===== config.mk =====
export PLATFORM = sky130hd
export DESIGN_NAME = framebuffer_area_rotator_flat
export DESIGN_NICKNAME = d
export VERILOG_FILES = /design/src/rtl/fbar_pkg.sv /design/src/rtl/fbar_if.sv /design/src/rtl/framebuffer_area_rotator.sv /design/src/rtl/fbar_cfg.sv /design/src/rtl/fbar_walk.sv /design/src/rtl/fbar_index.sv /design/src/flat_wrapper.sv
export SDC_FILE = /design/constraint.sdc
export NUM_CORES = 1
export LEC_CHECK = 0
export ABC_AREA = 1
export BUFFER_PORTS_ARGS = -buffer_cell sky130_fd_sc_hd__buf_2
export CAP_MARGIN = 10
export CORE_ASPECT_RATIO = 0.7
export CORE_UTILIZATION = 25
export DETAILED_ROUTE_END_ITERATION = 8
export PLACE_DENSITY = 0.51
export SLEW_MARGIN = 20
export SYNTH_ARGS = -nofsm -noshare
export SYNTH_HDL_FRONTEND = slang
export SYNTH_SLANG_ARGS = --single-unit
export TNS_END_PERCENT = 100

===== constraint.sdc =====
create_clock -name clk_i -period 25.2 [get_ports clk_i]
set_clock_uncertainty 0.15 [all_clocks]
set_input_delay 3.78 -clock clk_i [delete_from_list [all_inputs] [get_ports clk_i]]
set_output_delay 3.78 -clock clk_i [all_outputs]
set_load 0.03 [all_outputs]

===== src/rtl/fbar_pkg.sv =====
// ----------------------------------------------------------------------------
// fbar_pkg
// Shared types, constants and helpers of the framebuffer area rotator.
// ----------------------------------------------------------------------------
package fbar_pkg;

  // field widths
  localparam int unsigned POS_W      = 10;  // area bounds, column / row
  localparam int unsigned DIM_W      = 11;  // frame width / height
  localparam int unsigned IDX_W      = 20;  // destination pixel index
  localparam int unsigned PIX_W      = 32;  // pixel value
  localparam int unsigned CFG_IDX_W  = 3;
  localparam int unsigned CFG_DATA_W = 32;
  localparam int unsigned BYTE_W     = 8;

  localparam logic [DIM_W-1:0] MAX_WIDTH  = DIM_W'(1024);
  localparam logic [DIM_W-1:0] MAX_HEIGHT = DIM_W'(1024);

  typedef enum logic [1:0] {
    ROT_0   = 2'd0,
    ROT_90  = 2'd1,
    ROT_180 = 2'd2,
    ROT_270 = 2'd3
  } rotation_e;

  typedef enum logic [2:0] {
    PM_8BPP      = 3'd0,
    PM_16BPP     = 3'd1,
    PM_16BPP_SWP = 3'd2,
    PM_24BPP     = 3'd3,
    PM_32BPP     = 3'd4
  } pixel_mode_e;

  typedef enum logic [CFG_IDX_W-1:0] {
    REG_ROTATION     = 3'd0,
    REG_AREA_LEFT    = 3'd1,
    REG_AREA_TOP     = 3'd2,
    REG_AREA_RIGHT   = 3'd3,
    REG_AREA_BOTTOM  = 3'd4,
    REG_FRAME_WIDTH  = 3'd5,
    REG_FRAME_HEIGHT = 3'd6,
    REG_PIXEL_MODE   = 3'd7
  } reg_index_e;

  // clamped geometry seen by the datapath
  typedef struct packed {
    rotation_e        rotation;
    logic [2:0]       pixel_mode;
    logic [DIM_W-1:0] w;        // 1 .. MAX_WIDTH
    logic [DIM_W-1:0] h;        // 1 .. MAX_HEIGHT
    logic [POS_W-1:0] left;
    logic [POS_W-1:0] top;
    logic [POS_W-1:0] col_max;  // columns in area minus one
    logic [POS_W-1:0] row_max;  // rows in area minus one
  } geom_t;

  function automatic logic [PIX_W-1:0] shape_pixel(input logic [2:0]       mode,
                                                   input logic [PIX_W-1:0] p);
    logic [PIX_W-1:0] r;
    case (pixel_mode_e'(mode))
      PM_8BPP:      r = {24'd0, p[7:0]};
      PM_16BPP:     r = {16'd0, p[15:0]};
      PM_16BPP_SWP: r = {16'd0, p[BYTE_W-1:0], p[2*BYTE_W-1:BYTE_W]};
      PM_24BPP:     r = {8'd0, p[23:0]};
      default:      r = p;
    endcase
    return r;
  endfunction

endpackage


===== src/rtl/fbar_if.sv =====
// ----------------------------------------------------------------------------
// fbar interfaces
// Valid/ready channels for source pixels, results and register writes.
// ----------------------------------------------------------------------------
interface fbar_pix_in_if import fbar_pkg::*; ();
  logic             valid;
  logic             ready;
  logic [PIX_W-1:0] pixel_in;

  modport source (output valid, output pixel_in, input ready);
  modport sink   (input valid, input pixel_in, output ready);
endinterface

interface fbar_pix_out_if import fbar_pkg::*; ();
  logic             valid;
  logic             ready;
  logic [IDX_W-1:0] dest_index;
  logic [PIX_W-1:0] pixel_out;
  logic             last_pixel;

  modport source (output valid, output dest_index, output pixel_out,
                  output last_pixel, input ready);
  modport sink   (input valid, input dest_index, input pixel_out,
                  input last_pixel, output ready);
endinterface

interface fbar_cfg_if import fbar_pkg::*; ();
  logic                  valid;
  logic                  ready;
  logic [CFG_IDX_W-1:0]  reg_index;
  logic [CFG_DATA_W-1:0] wr_data;

  modport source (output valid, output reg_index, output wr_data, input ready);
  modport sink   (input valid, input reg_index, input wr_data, output ready);
endinterface


===== src/rtl/framebuffer_area_rotator.sv =====
// ----------------------------------------------------------------------------
// framebuffer_area_rotator
// Streams the pixels of a source area and gives rotated framebuffer indexes.
// ----------------------------------------------------------------------------
// pix_in_i carries source pixels of the configured area in raster order;
// each request on pix_out_o holds the destination pixel index for the chosen
// rotation, the pixel shaped to the pixel mode and a flag on the area's last
// pixel, after which the walk restarts at the area's first pixel.
// cfg_i writes the registers (index as listed: rotation, area bounds, frame
// size, pixel mode); it is always ready and must only be used while no pixel
// is in flight. register writes leave the position in the area unchanged.
// an accepted pixel passes the input register, then the result register,
// and is offered on pix_out_o from the result register.
// throughput: one pixel per cycle while the receiver keeps taking results;
// the single multiplier sits between the input register and the result
// register.
// when the receiver stalls, the result register holds its request and the
// input register fills; pix_in_i.ready drops only when both are full, and
// returns in the same cycle the receiver takes the result.
// reset clears the position, the valid flags and the registers to rotation
// 0, a one-pixel area at the origin, a 1024 x 1024 frame and 16bpp.
// ----------------------------------------------------------------------------
module framebuffer_area_rotator import fbar_pkg::*; (
  input  logic            clk_i,
  input  logic            rst_ni,
  fbar_cfg_if.sink        cfg_i,
  fbar_pix_in_if.sink     pix_in_i,
  fbar_pix_out_if.source  pix_out_o
);

  geom_t            geom;
  logic             in_acc;
  logic             s1_en, s2_en;

  // walk outputs for the pixel being accepted
  logic [POS_W-1:0] walk_x, walk_y;
  logic             walk_last;

  // input register
  logic             s1_valid_q;
  logic [POS_W-1:0] s1_x_q, s1_y_q;
  logic [PIX_W-1:0] s1_pix_q;
  logic             s1_last_q;

  // result register
  logic             out_valid_q;
  logic [IDX_W-1:0] out_index_q;
  logic [PIX_W-1:0] out_pix_q;
  logic             out_last_q;
  logic [IDX_W-1:0] index;

  fbar_cfg u_cfg (
    .clk_i  (clk_i),
    .rst_ni (rst_ni),
    .cfg_i  (cfg_i),
    .geom_o (geom)
  );

  // each stage moves when the one after it is free or drains
  assign s2_en          = !out_valid_q || pix_out_o.ready;
  assign s1_en          = !s1_valid_q || s2_en;
  assign pix_in_i.ready = s1_en;
  assign in_acc         = pix_in_i.valid && s1_en;

  fbar_walk u_walk (
    .clk_i  (clk_i),
    .rst_ni (rst_ni),
    .geom_i (geom),
    .step_i (in_acc),
    .x_o    (walk_x),
    .y_o    (walk_y),
    .last_o (walk_last)
  );

  always_ff @(posedge clk_i or negedge rst_ni) begin
    if (!rst_ni) begin
      s1_valid_q <= 1'b0;
    end else if (s1_en) begin
      s1_valid_q <= pix_in_i.valid;
    end
  end

  always_ff @(posedge clk_i) begin
    if (in_acc) begin
      s1_x_q    <= walk_x;
      s1_y_q    <= walk_y;
      s1_pix_q  <= shape_pixel(geom.pixel_mode, pix_in_i.pixel_in);
      s1_last_q <= walk_last;
    end
  end

  fbar_index u_index (
    .geom_i  (geom),
    .x_i     (s1_x_q),
    .y_i     (s1_y_q),
    .index_o (index)
  );

  always_ff @(posedge clk_i or negedge rst_ni) begin
    if (!rst_ni) begin
      out_valid_q <= 1'b0;
    end else if (s2_en) begin
      out_valid_q <= s1_valid_q;
    end
  end

  always_ff @(posedge clk_i) begin
    if (s2_en && s1_valid_q) begin
      out_index_q <= index;
      out_pix_q   <= s1_pix_q;
      out_last_q  <= s1_last_q;
    end
  end

  assign pix_out_o.valid      = out_valid_q;
  assign pix_out_o.dest_index = out_index_q;
  assign pix_out_o.pixel_out  = out_pix_q;
  assign pix_out_o.last_pixel = out_last_q;

endmodule


===== src/rtl/fbar_cfg.sv =====
// ----------------------------------------------------------------------------
// fbar_cfg
// Register file and clamped area geometry.
// ----------------------------------------------------------------------------
module fbar_cfg import fbar_pkg::*; (
  input  logic       clk_i,
  input  logic       rst_ni,
  fbar_cfg_if.sink   cfg_i,
  output geom_t      geom_o
);

  rotation_e        rotation_q;
  logic [POS_W-1:0] area_left_q, area_top_q, area_right_q, area_bottom_q;
  logic [DIM_W-1:0] frame_width_q, frame_height_q;
  logic [2:0]       pixel_mode_q;

  logic             swapped;
  logic [DIM_W-1:0] w, h, xlim, ylim;
  logic [POS_W-1:0] left, right, top, bottom;

  assign cfg_i.ready = 1'b1;

  always_ff @(posedge clk_i or negedge rst_ni) begin
    if (!rst_ni) begin
      rotation_q     <= ROT_0;
      area_left_q    <= '0;
      area_top_q     <= '0;
      area_right_q   <= '0;
      area_bottom_q  <= '0;
      frame_width_q  <= MAX_WIDTH;
      frame_height_q <= MAX_HEIGHT;
      pixel_mode_q   <= PM_16BPP;
    end else if (cfg_i.valid) begin
      case (reg_index_e'(cfg_i.reg_index))
        REG_ROTATION:     rotation_q     <= rotation_e'(cfg_i.wr_data[1:0]);
        REG_AREA_LEFT:    area_left_q    <= cfg_i.wr_data[POS_W-1:0];
        REG_AREA_TOP:     area_top_q     <= cfg_i.wr_data[POS_W-1:0];
        REG_AREA_RIGHT:   area_right_q   <= cfg_i.wr_data[POS_W-1:0];
        REG_AREA_BOTTOM:  area_bottom_q  <= cfg_i.wr_data[POS_W-1:0];
        REG_FRAME_WIDTH:  frame_width_q  <= cfg_i.wr_data[DIM_W-1:0];
        REG_FRAME_HEIGHT: frame_height_q <= cfg_i.wr_data[DIM_W-1:0];
        REG_PIXEL_MODE:   pixel_mode_q   <= cfg_i.wr_data[2:0];
        default:          ;
      endcase
    end
  end

  // frame size limited to 1 .. max
  always_comb begin
    w = frame_width_q;
    if (frame_width_q == '0) w = DIM_W'(1);
    else if (frame_width_q > MAX_WIDTH) w = MAX_WIDTH;
    h = frame_height_q;
    if (frame_height_q == '0) h = DIM_W'(1);
    else if (frame_height_q > MAX_HEIGHT) h = MAX_HEIGHT;
  end

  // source extents swap for the quarter turns
  assign swapped = (rotation_q == ROT_90) || (rotation_q == ROT_270);
  assign xlim    = (swapped ? h : w) - DIM_W'(1);
  assign ylim    = (swapped ? w : h) - DIM_W'(1);

  assign left   = ({1'b0, area_left_q}   > xlim) ? xlim[POS_W-1:0] : area_left_q;
  assign right  = ({1'b0, area_right_q}  > xlim) ? xlim[POS_W-1:0] : area_right_q;
  assign top    = ({1'b0, area_top_q}    > ylim) ? ylim[POS_W-1:0] : area_top_q;
  assign bottom = ({1'b0, area_bottom_q} > ylim) ? ylim[POS_W-1:0] : area_bottom_q;

  always_comb begin
    geom_o.rotation   = rotation_q;
    geom_o.pixel_mode = pixel_mode_q;
    geom_o.w          = w;
    geom_o.h          = h;
    geom_o.left       = left;
    geom_o.top        = top;
    // reversed bounds give a single column / row
    geom_o.col_max    = (right >= left) ? right - left : '0;
    geom_o.row_max    = (bottom >= top) ? bottom - top : '0;
  end

endmodule


===== src/rtl/fbar_walk.sv =====
// ----------------------------------------------------------------------------
// fbar_walk
// Raster position counter inside the source area.
// ----------------------------------------------------------------------------
module fbar_walk import fbar_pkg::*; (
  input  logic             clk_i,
  input  logic             rst_ni,
  input  geom_t            geom_i,
  input  logic             step_i,
  output logic [POS_W-1:0] x_o,
  output logic [POS_W-1:0] y_o,
  output logic             last_o
);

  logic [POS_W-1:0] col_q, col_d, row_q, row_d;
  logic [POS_W-1:0] col_eff, row_eff;
  logic             last_col, last_row;

  // offsets past a shrunk area sit on its last column / row
  assign col_eff  = (col_q > geom_i.col_max) ? geom_i.col_max : col_q;
  assign row_eff  = (row_q > geom_i.row_max) ? geom_i.row_max : row_q;
  assign last_col = col_eff == geom_i.col_max;
  assign last_row = row_eff == geom_i.row_max;

  assign x_o    = geom_i.left + col_eff;
  assign y_o    = geom_i.top + row_eff;
  assign last_o = last_col && last_row;

  always_comb begin
    col_d = col_q;
    row_d = row_q;
    if (step_i) begin
      if (last_col) begin
        col_d = '0;
        row_d = last_row ? '0 : row_eff + POS_W'(1);
      end else begin
        col_d = col_eff + POS_W'(1);
        row_d = row_eff;
      end
    end
  end

  always_ff @(posedge clk_i or negedge rst_ni) begin
    if (!rst_ni) begin
      col_q <= '0;
      row_q <= '0;
    end else begin
      col_q <= col_d;
      row_q <= row_d;
    end
  end

endmodule


===== src/rtl/fbar_index.sv =====
// ----------------------------------------------------------------------------
// fbar_index
// Destination pixel index after rotation: one multiply and one add.
// ----------------------------------------------------------------------------
module fbar_index import fbar_pkg::*; (
  input  geom_t            geom_i,
  input  logic [POS_W-1:0] x_i,
  input  logic [POS_W-1:0] y_i,
  output logic [IDX_W-1:0] index_o
);

  logic [DIM_W-1:0]       w_m1, h_m1;
  logic [DIM_W-1:0]       h_m1_x, h_m1_y, w_m1_x, w_m1_y;
  logic [POS_W-1:0]       mul_a, add_b;
  logic [POS_W+DIM_W-1:0] prod;
  logic [POS_W+DIM_W:0]   sum;

  assign w_m1   = geom_i.w - DIM_W'(1);
  assign h_m1   = geom_i.h - DIM_W'(1);
  assign h_m1_x = h_m1 - DIM_W'(x_i);
  assign h_m1_y = h_m1 - DIM_W'(y_i);
  assign w_m1_x = w_m1 - DIM_W'(x_i);
  assign w_m1_y = w_m1 - DIM_W'(y_i);

  // index = row * W + column in destination space
  always_comb begin
    case (geom_i.rotation)
      ROT_0: begin
        mul_a = y_i;
        add_b = x_i;
      end
      ROT_90: begin
        mul_a = h_m1_x[POS_W-1:0];
        add_b = y_i;
      end
      ROT_180: begin
        mul_a = h_m1_y[POS_W-1:0];
        add_b = w_m1_x[POS_W-1:0];
      end
      default: begin
        mul_a = x_i;
        add_b = w_m1_y[POS_W-1:0];
      end
    endcase
  end

  assign prod    = (POS_W+DIM_W)'(mul_a) * (POS_W+DIM_W)'(geom_i.w);
  assign sum     = {1'b0, prod} + (POS_W+DIM_W+1)'(add_b);
  assign index_o = sum[IDX_W-1:0];

endmodule


===== src/flat_wrapper.sv =====
// flat-port wrapper written by rule: the top's interface ports become plain ports
module framebuffer_area_rotator_flat import fbar_pkg::*;
  (clk_i, rst_ni, cfg_i_valid, cfg_i_reg_index, cfg_i_wr_data, cfg_i_ready, pix_in_i_valid, pix_in_i_pixel_in, pix_in_i_ready, pix_out_o_valid, pix_out_o_dest_index, pix_out_o_pixel_out, pix_out_o_last_pixel, pix_out_o_ready);
  fbar_cfg_if cfg_i_i ();
  fbar_pix_in_if pix_in_i_i ();
  fbar_pix_out_if pix_out_o_i ();
  input  logic clk_i;
  input  logic rst_ni;
  input wire logic [$bits(cfg_i_i.valid)-1:0] cfg_i_valid;
  input wire logic [$bits(cfg_i_i.reg_index)-1:0] cfg_i_reg_index;
  input wire logic [$bits(cfg_i_i.wr_data)-1:0] cfg_i_wr_data;
  output wire logic [$bits(cfg_i_i.ready)-1:0] cfg_i_ready;
  input wire logic [$bits(pix_in_i_i.valid)-1:0] pix_in_i_valid;
  input wire logic [$bits(pix_in_i_i.pixel_in)-1:0] pix_in_i_pixel_in;
  output wire logic [$bits(pix_in_i_i.ready)-1:0] pix_in_i_ready;
  output wire logic [$bits(pix_out_o_i.valid)-1:0] pix_out_o_valid;
  output wire logic [$bits(pix_out_o_i.dest_index)-1:0] pix_out_o_dest_index;
  output wire logic [$bits(pix_out_o_i.pixel_out)-1:0] pix_out_o_pixel_out;
  output wire logic [$bits(pix_out_o_i.last_pixel)-1:0] pix_out_o_last_pixel;
  input wire logic [$bits(pix_out_o_i.ready)-1:0] pix_out_o_ready;
  assign cfg_i_i.valid = cfg_i_valid;
  assign cfg_i_i.reg_index = cfg_i_reg_index;
  assign cfg_i_i.wr_data = cfg_i_wr_data;
  assign cfg_i_ready = cfg_i_i.ready;
  assign pix_in_i_i.valid = pix_in_i_valid;
  assign pix_in_i_i.pixel_in = pix_in_i_pixel_in;
  assign pix_in_i_ready = pix_in_i_i.ready;
  assign pix_out_o_valid = pix_out_o_i.valid;
  assign pix_out_o_dest_index = pix_out_o_i.dest_index;
  assign pix_out_o_pixel_out = pix_out_o_i.pixel_out;
  assign pix_out_o_last_pixel = pix_out_o_i.last_pixel;
  assign pix_out_o_i.ready = pix_out_o_ready;
  framebuffer_area_rotator u_core (.clk_i(clk_i), .rst_ni(rst_ni), .cfg_i(cfg_i_i), .pix_in_i(pix_in_i_i), .pix_out_o(pix_out_o_i));
endmodule

==> reports/metrics.yaml <==
grt_pass1_vias: 13910
multiInputGateArea_mm2: 0.01085
holdPathStages: 0
wl_met2_um: 18910
dieHeight_um: 226.9
clk_pin_slew_ps: 90
worst_pin_slew_ps: 1043
synth_top_cell_area_share_pct: 17.61
max_stage_delay_ps: 610
synth_area_mm2: 0.01807
yosysUniqueCellTypes: 51
ys_seq_elements: 195
ys_seq_area_share_pct: 29.96
io_pins: 128
avgSynthCellArea_um2: 7.501
slew-limit-headroom_pct: 29.75
grt_pass1_wl_um: 80740
hold_path.class: "flop to flop"
cap_violations: 0
min_period_ps: 11060
synth_most_common_cell: "nand2_1"
fin_crit_sh_pct: 43.89
hold_start: "u_core.s1_pix_q[25]"
worstSetupPathType: "flop to flop"
synth_nets: 2724
drtAntennaViolNets: 0
cts_hold_buffers: 0
postCtsSetupBuffers: 0
clock_sinks: 195
cts_tree: "built"
r2r_slack_ps: 14140
finalNetCount: 2809
worstPathArrival_ps: 11170
rr_startpoint: "u_core.u_cfg.rotation_q[1]"
via_per_inst: 4.465
wl_met3_um: 3797
wire_per_inst_um: 14.98
wl_um: 52020
fillers: 7968
drtIter0Drc: 1339
cpMaxStageDelayCell: "nand2_1"
dr_total_vias: 15510
port_buffers: 105
critPathMostFrequentCell: "nand2_1"
top_layer_used: "met4"
hold_viol: 0
synthArstFlopShare_pct: 45.64
netlist.top_cell.by_area: "edfxtp_1"
cp_max_fo: 30
gp_congestion: 0.9088
max_clock_freq_mhz: 90.42
grt.overflow.total: 0
rr_endpoint: "u_core.s1_x_q[8]"
drc: 0
synth_top_cells_by_count: "nand2_1 (622), inv_1 (398), nor2_1 (244), o21ai_0 (173), ha_1 (158)"
rows: 82
synthTopCellsByArea: "edfxtp_1 (18%), nand2_1 (13%), dfrtp_1 (12%)"
slew_violations: 0
hpwlAfterDp_um: 41690
register_area_mm2: 0.005414
areaGrowthSynthToFinish_pct: 12.30
end_kind: "flop"
ff2ff_path_depth: 59
grt_max_degree: 69
die_x_um: 323.3
met1_length_um: 28850
synthCells: 2409
worstPathRequired_ps: 25310
synth_enable_flop_cells: 106
layout-drive-gt1-share_pct: 9.653
synth_warnings: 0
cts_made_buffers: 17
fin_tns_setup_ps: 0
status: "finished, final reports clean"
grt_usage_pct: 14.47
die_area_mm2: 0.07338
clockBufferDepth: 2
root_buffer: "clkbuf_16"
setup_violations: 0
critPathLaunchType: "flop"
ys.flop_type: "edfxtp_1"
drt_first_pass_iters: 5
cts_resized: 0
cts-htree-levels: 4
clk_latency_ps: 510
diodes: 0
holdPathEnd: "u_core.pix_out_o.pixel_out[25]"
floorplan.initialDensity_pct: 25.27
antenna_found_initial: 2
rsz0062_at_grt: "false"
fp.coreArea_mm2: 0.07151
per-stage QoR:
stage	worst slack [ps]	area (um^2)	hold WS, ps	utilization [%]	cells
final	14140	20290	267.0	28.38	3473
after global routing	13070	20290	278.1	28.38	3473
after CTS	14210	20290	268.7	28.38	3473
after detailed placement	14290	19640	254.5	27.47	3441
after global placement	14270	19640	250.4	27.47	3441
after floorplan	16970	18070	250.3	-	2409
metal layers:
metal	GRT usage (%)	vias up
met5	0	-
met4	3.027	0
met1	23.81	7191
met3	3.016	27
met2	18.44	407
li1	-	7882
registers in the layout, summed over array words and instances, names as in the netlist:
signal,cells
u_core.pix_out_o.valid,1
u_core.u_cfg.area_right_q,10
u_core.u_cfg.area_bottom_q,10
u_core.u_cfg.rotation_q,2
u_core.s1_valid_q,1
u_core.u_cfg.area_top_q,10
u_core.s1_last_q,1
u_core.s1_pix_q,32
u_core.u_cfg.frame_width_q,11
u_core.s1_x_q,10
u_core.u_cfg.pixel_mode_q,3
u_core.pix_out_o.pixel_out,32
u_core.pix_out_o.dest_index,20
u_core.u_walk.row_q,10
u_core.u_walk.col_q,10
u_core.u_cfg.area_left_q,10
u_core.s1_y_q,10
u_core.pix_out_o.last_pixel,1
u_core.u_cfg.frame_height_q,11
kinds of logic (layout without fill, tap and decap cells):
kind of cell             Yosys count  count (layout)  synth area share (%)
AND/OR/NAND/NOR                 1108            1108                 26.01
AO/OA/AOI/OAI                    340             340                 10.72
buffers and inverters            463             561                 10.08
XOR/XNOR                          59              59                 2.860
other                              1               1               0.02075
adder cells (fa/ha/maj)          243             243                 20.36
flip-flops                       195             195                 29.96
cell type report:
class	instances	area share (%)
Clock buffer	17	2.096
Clock inverter	15	1.116
Inverter	410	7.584
Multi-Input combinational cell	1751	53.45
Sequential cell	195	26.68
Tap cell	966	5.956
Timing Repair Buffer	119	3.120
worst max path at each step:
stage | startpoint | endpoint
6_report | u_core.u_cfg.rotation_q[1] | u_core.s1_x_q[8]
5_1_grt | u_core.u_cfg.rotation_q[1] | u_core.s1_x_q[8]
4_1_cts | u_core.u_cfg.rotation_q[1] | u_core.s1_x_q[8]
3_5_place_dp | u_core.u_cfg.rotation_q[1] | u_core.s1_x_q[8]
3_3_place_gp | u_core.u_cfg.rotation_q[1] | u_core.s1_x_q[8]
2_1_floorplan | u_core.u_cfg.rotation_q[0] | u_core.pix_out_o.dest_index[18]
cell usage in the layout, fill, tap and decap left out, drive strengths merged, types with 28 or more instances in the layout:
cell	Yosys	routed
ha	158	158
dfrtp	86	86
nor2	256	256
nand2	664	664
fa	85	85
buf	18	119
edfxtp	106	106
xor2	39	39
nand3	126	126
a21oi	85	85
o21ai	187	187
nand4	28	28
inv	403	415
worst max-delay path, delay by kind of cell (launching register included):
family                   cells  cell delay [ps]
adder cells (fa/ha/maj)      7             2200
buffers and inverters        9             1630
flip-flops                   1              410
AND/OR/NAND/NOR             30             4060
XOR/XNOR                     1              100
AO/OA/AOI/OAI               12             2220
Power is not shown: default switching activity piles up to over one toggle a cycle in this logic, so the estimate is an artifact.
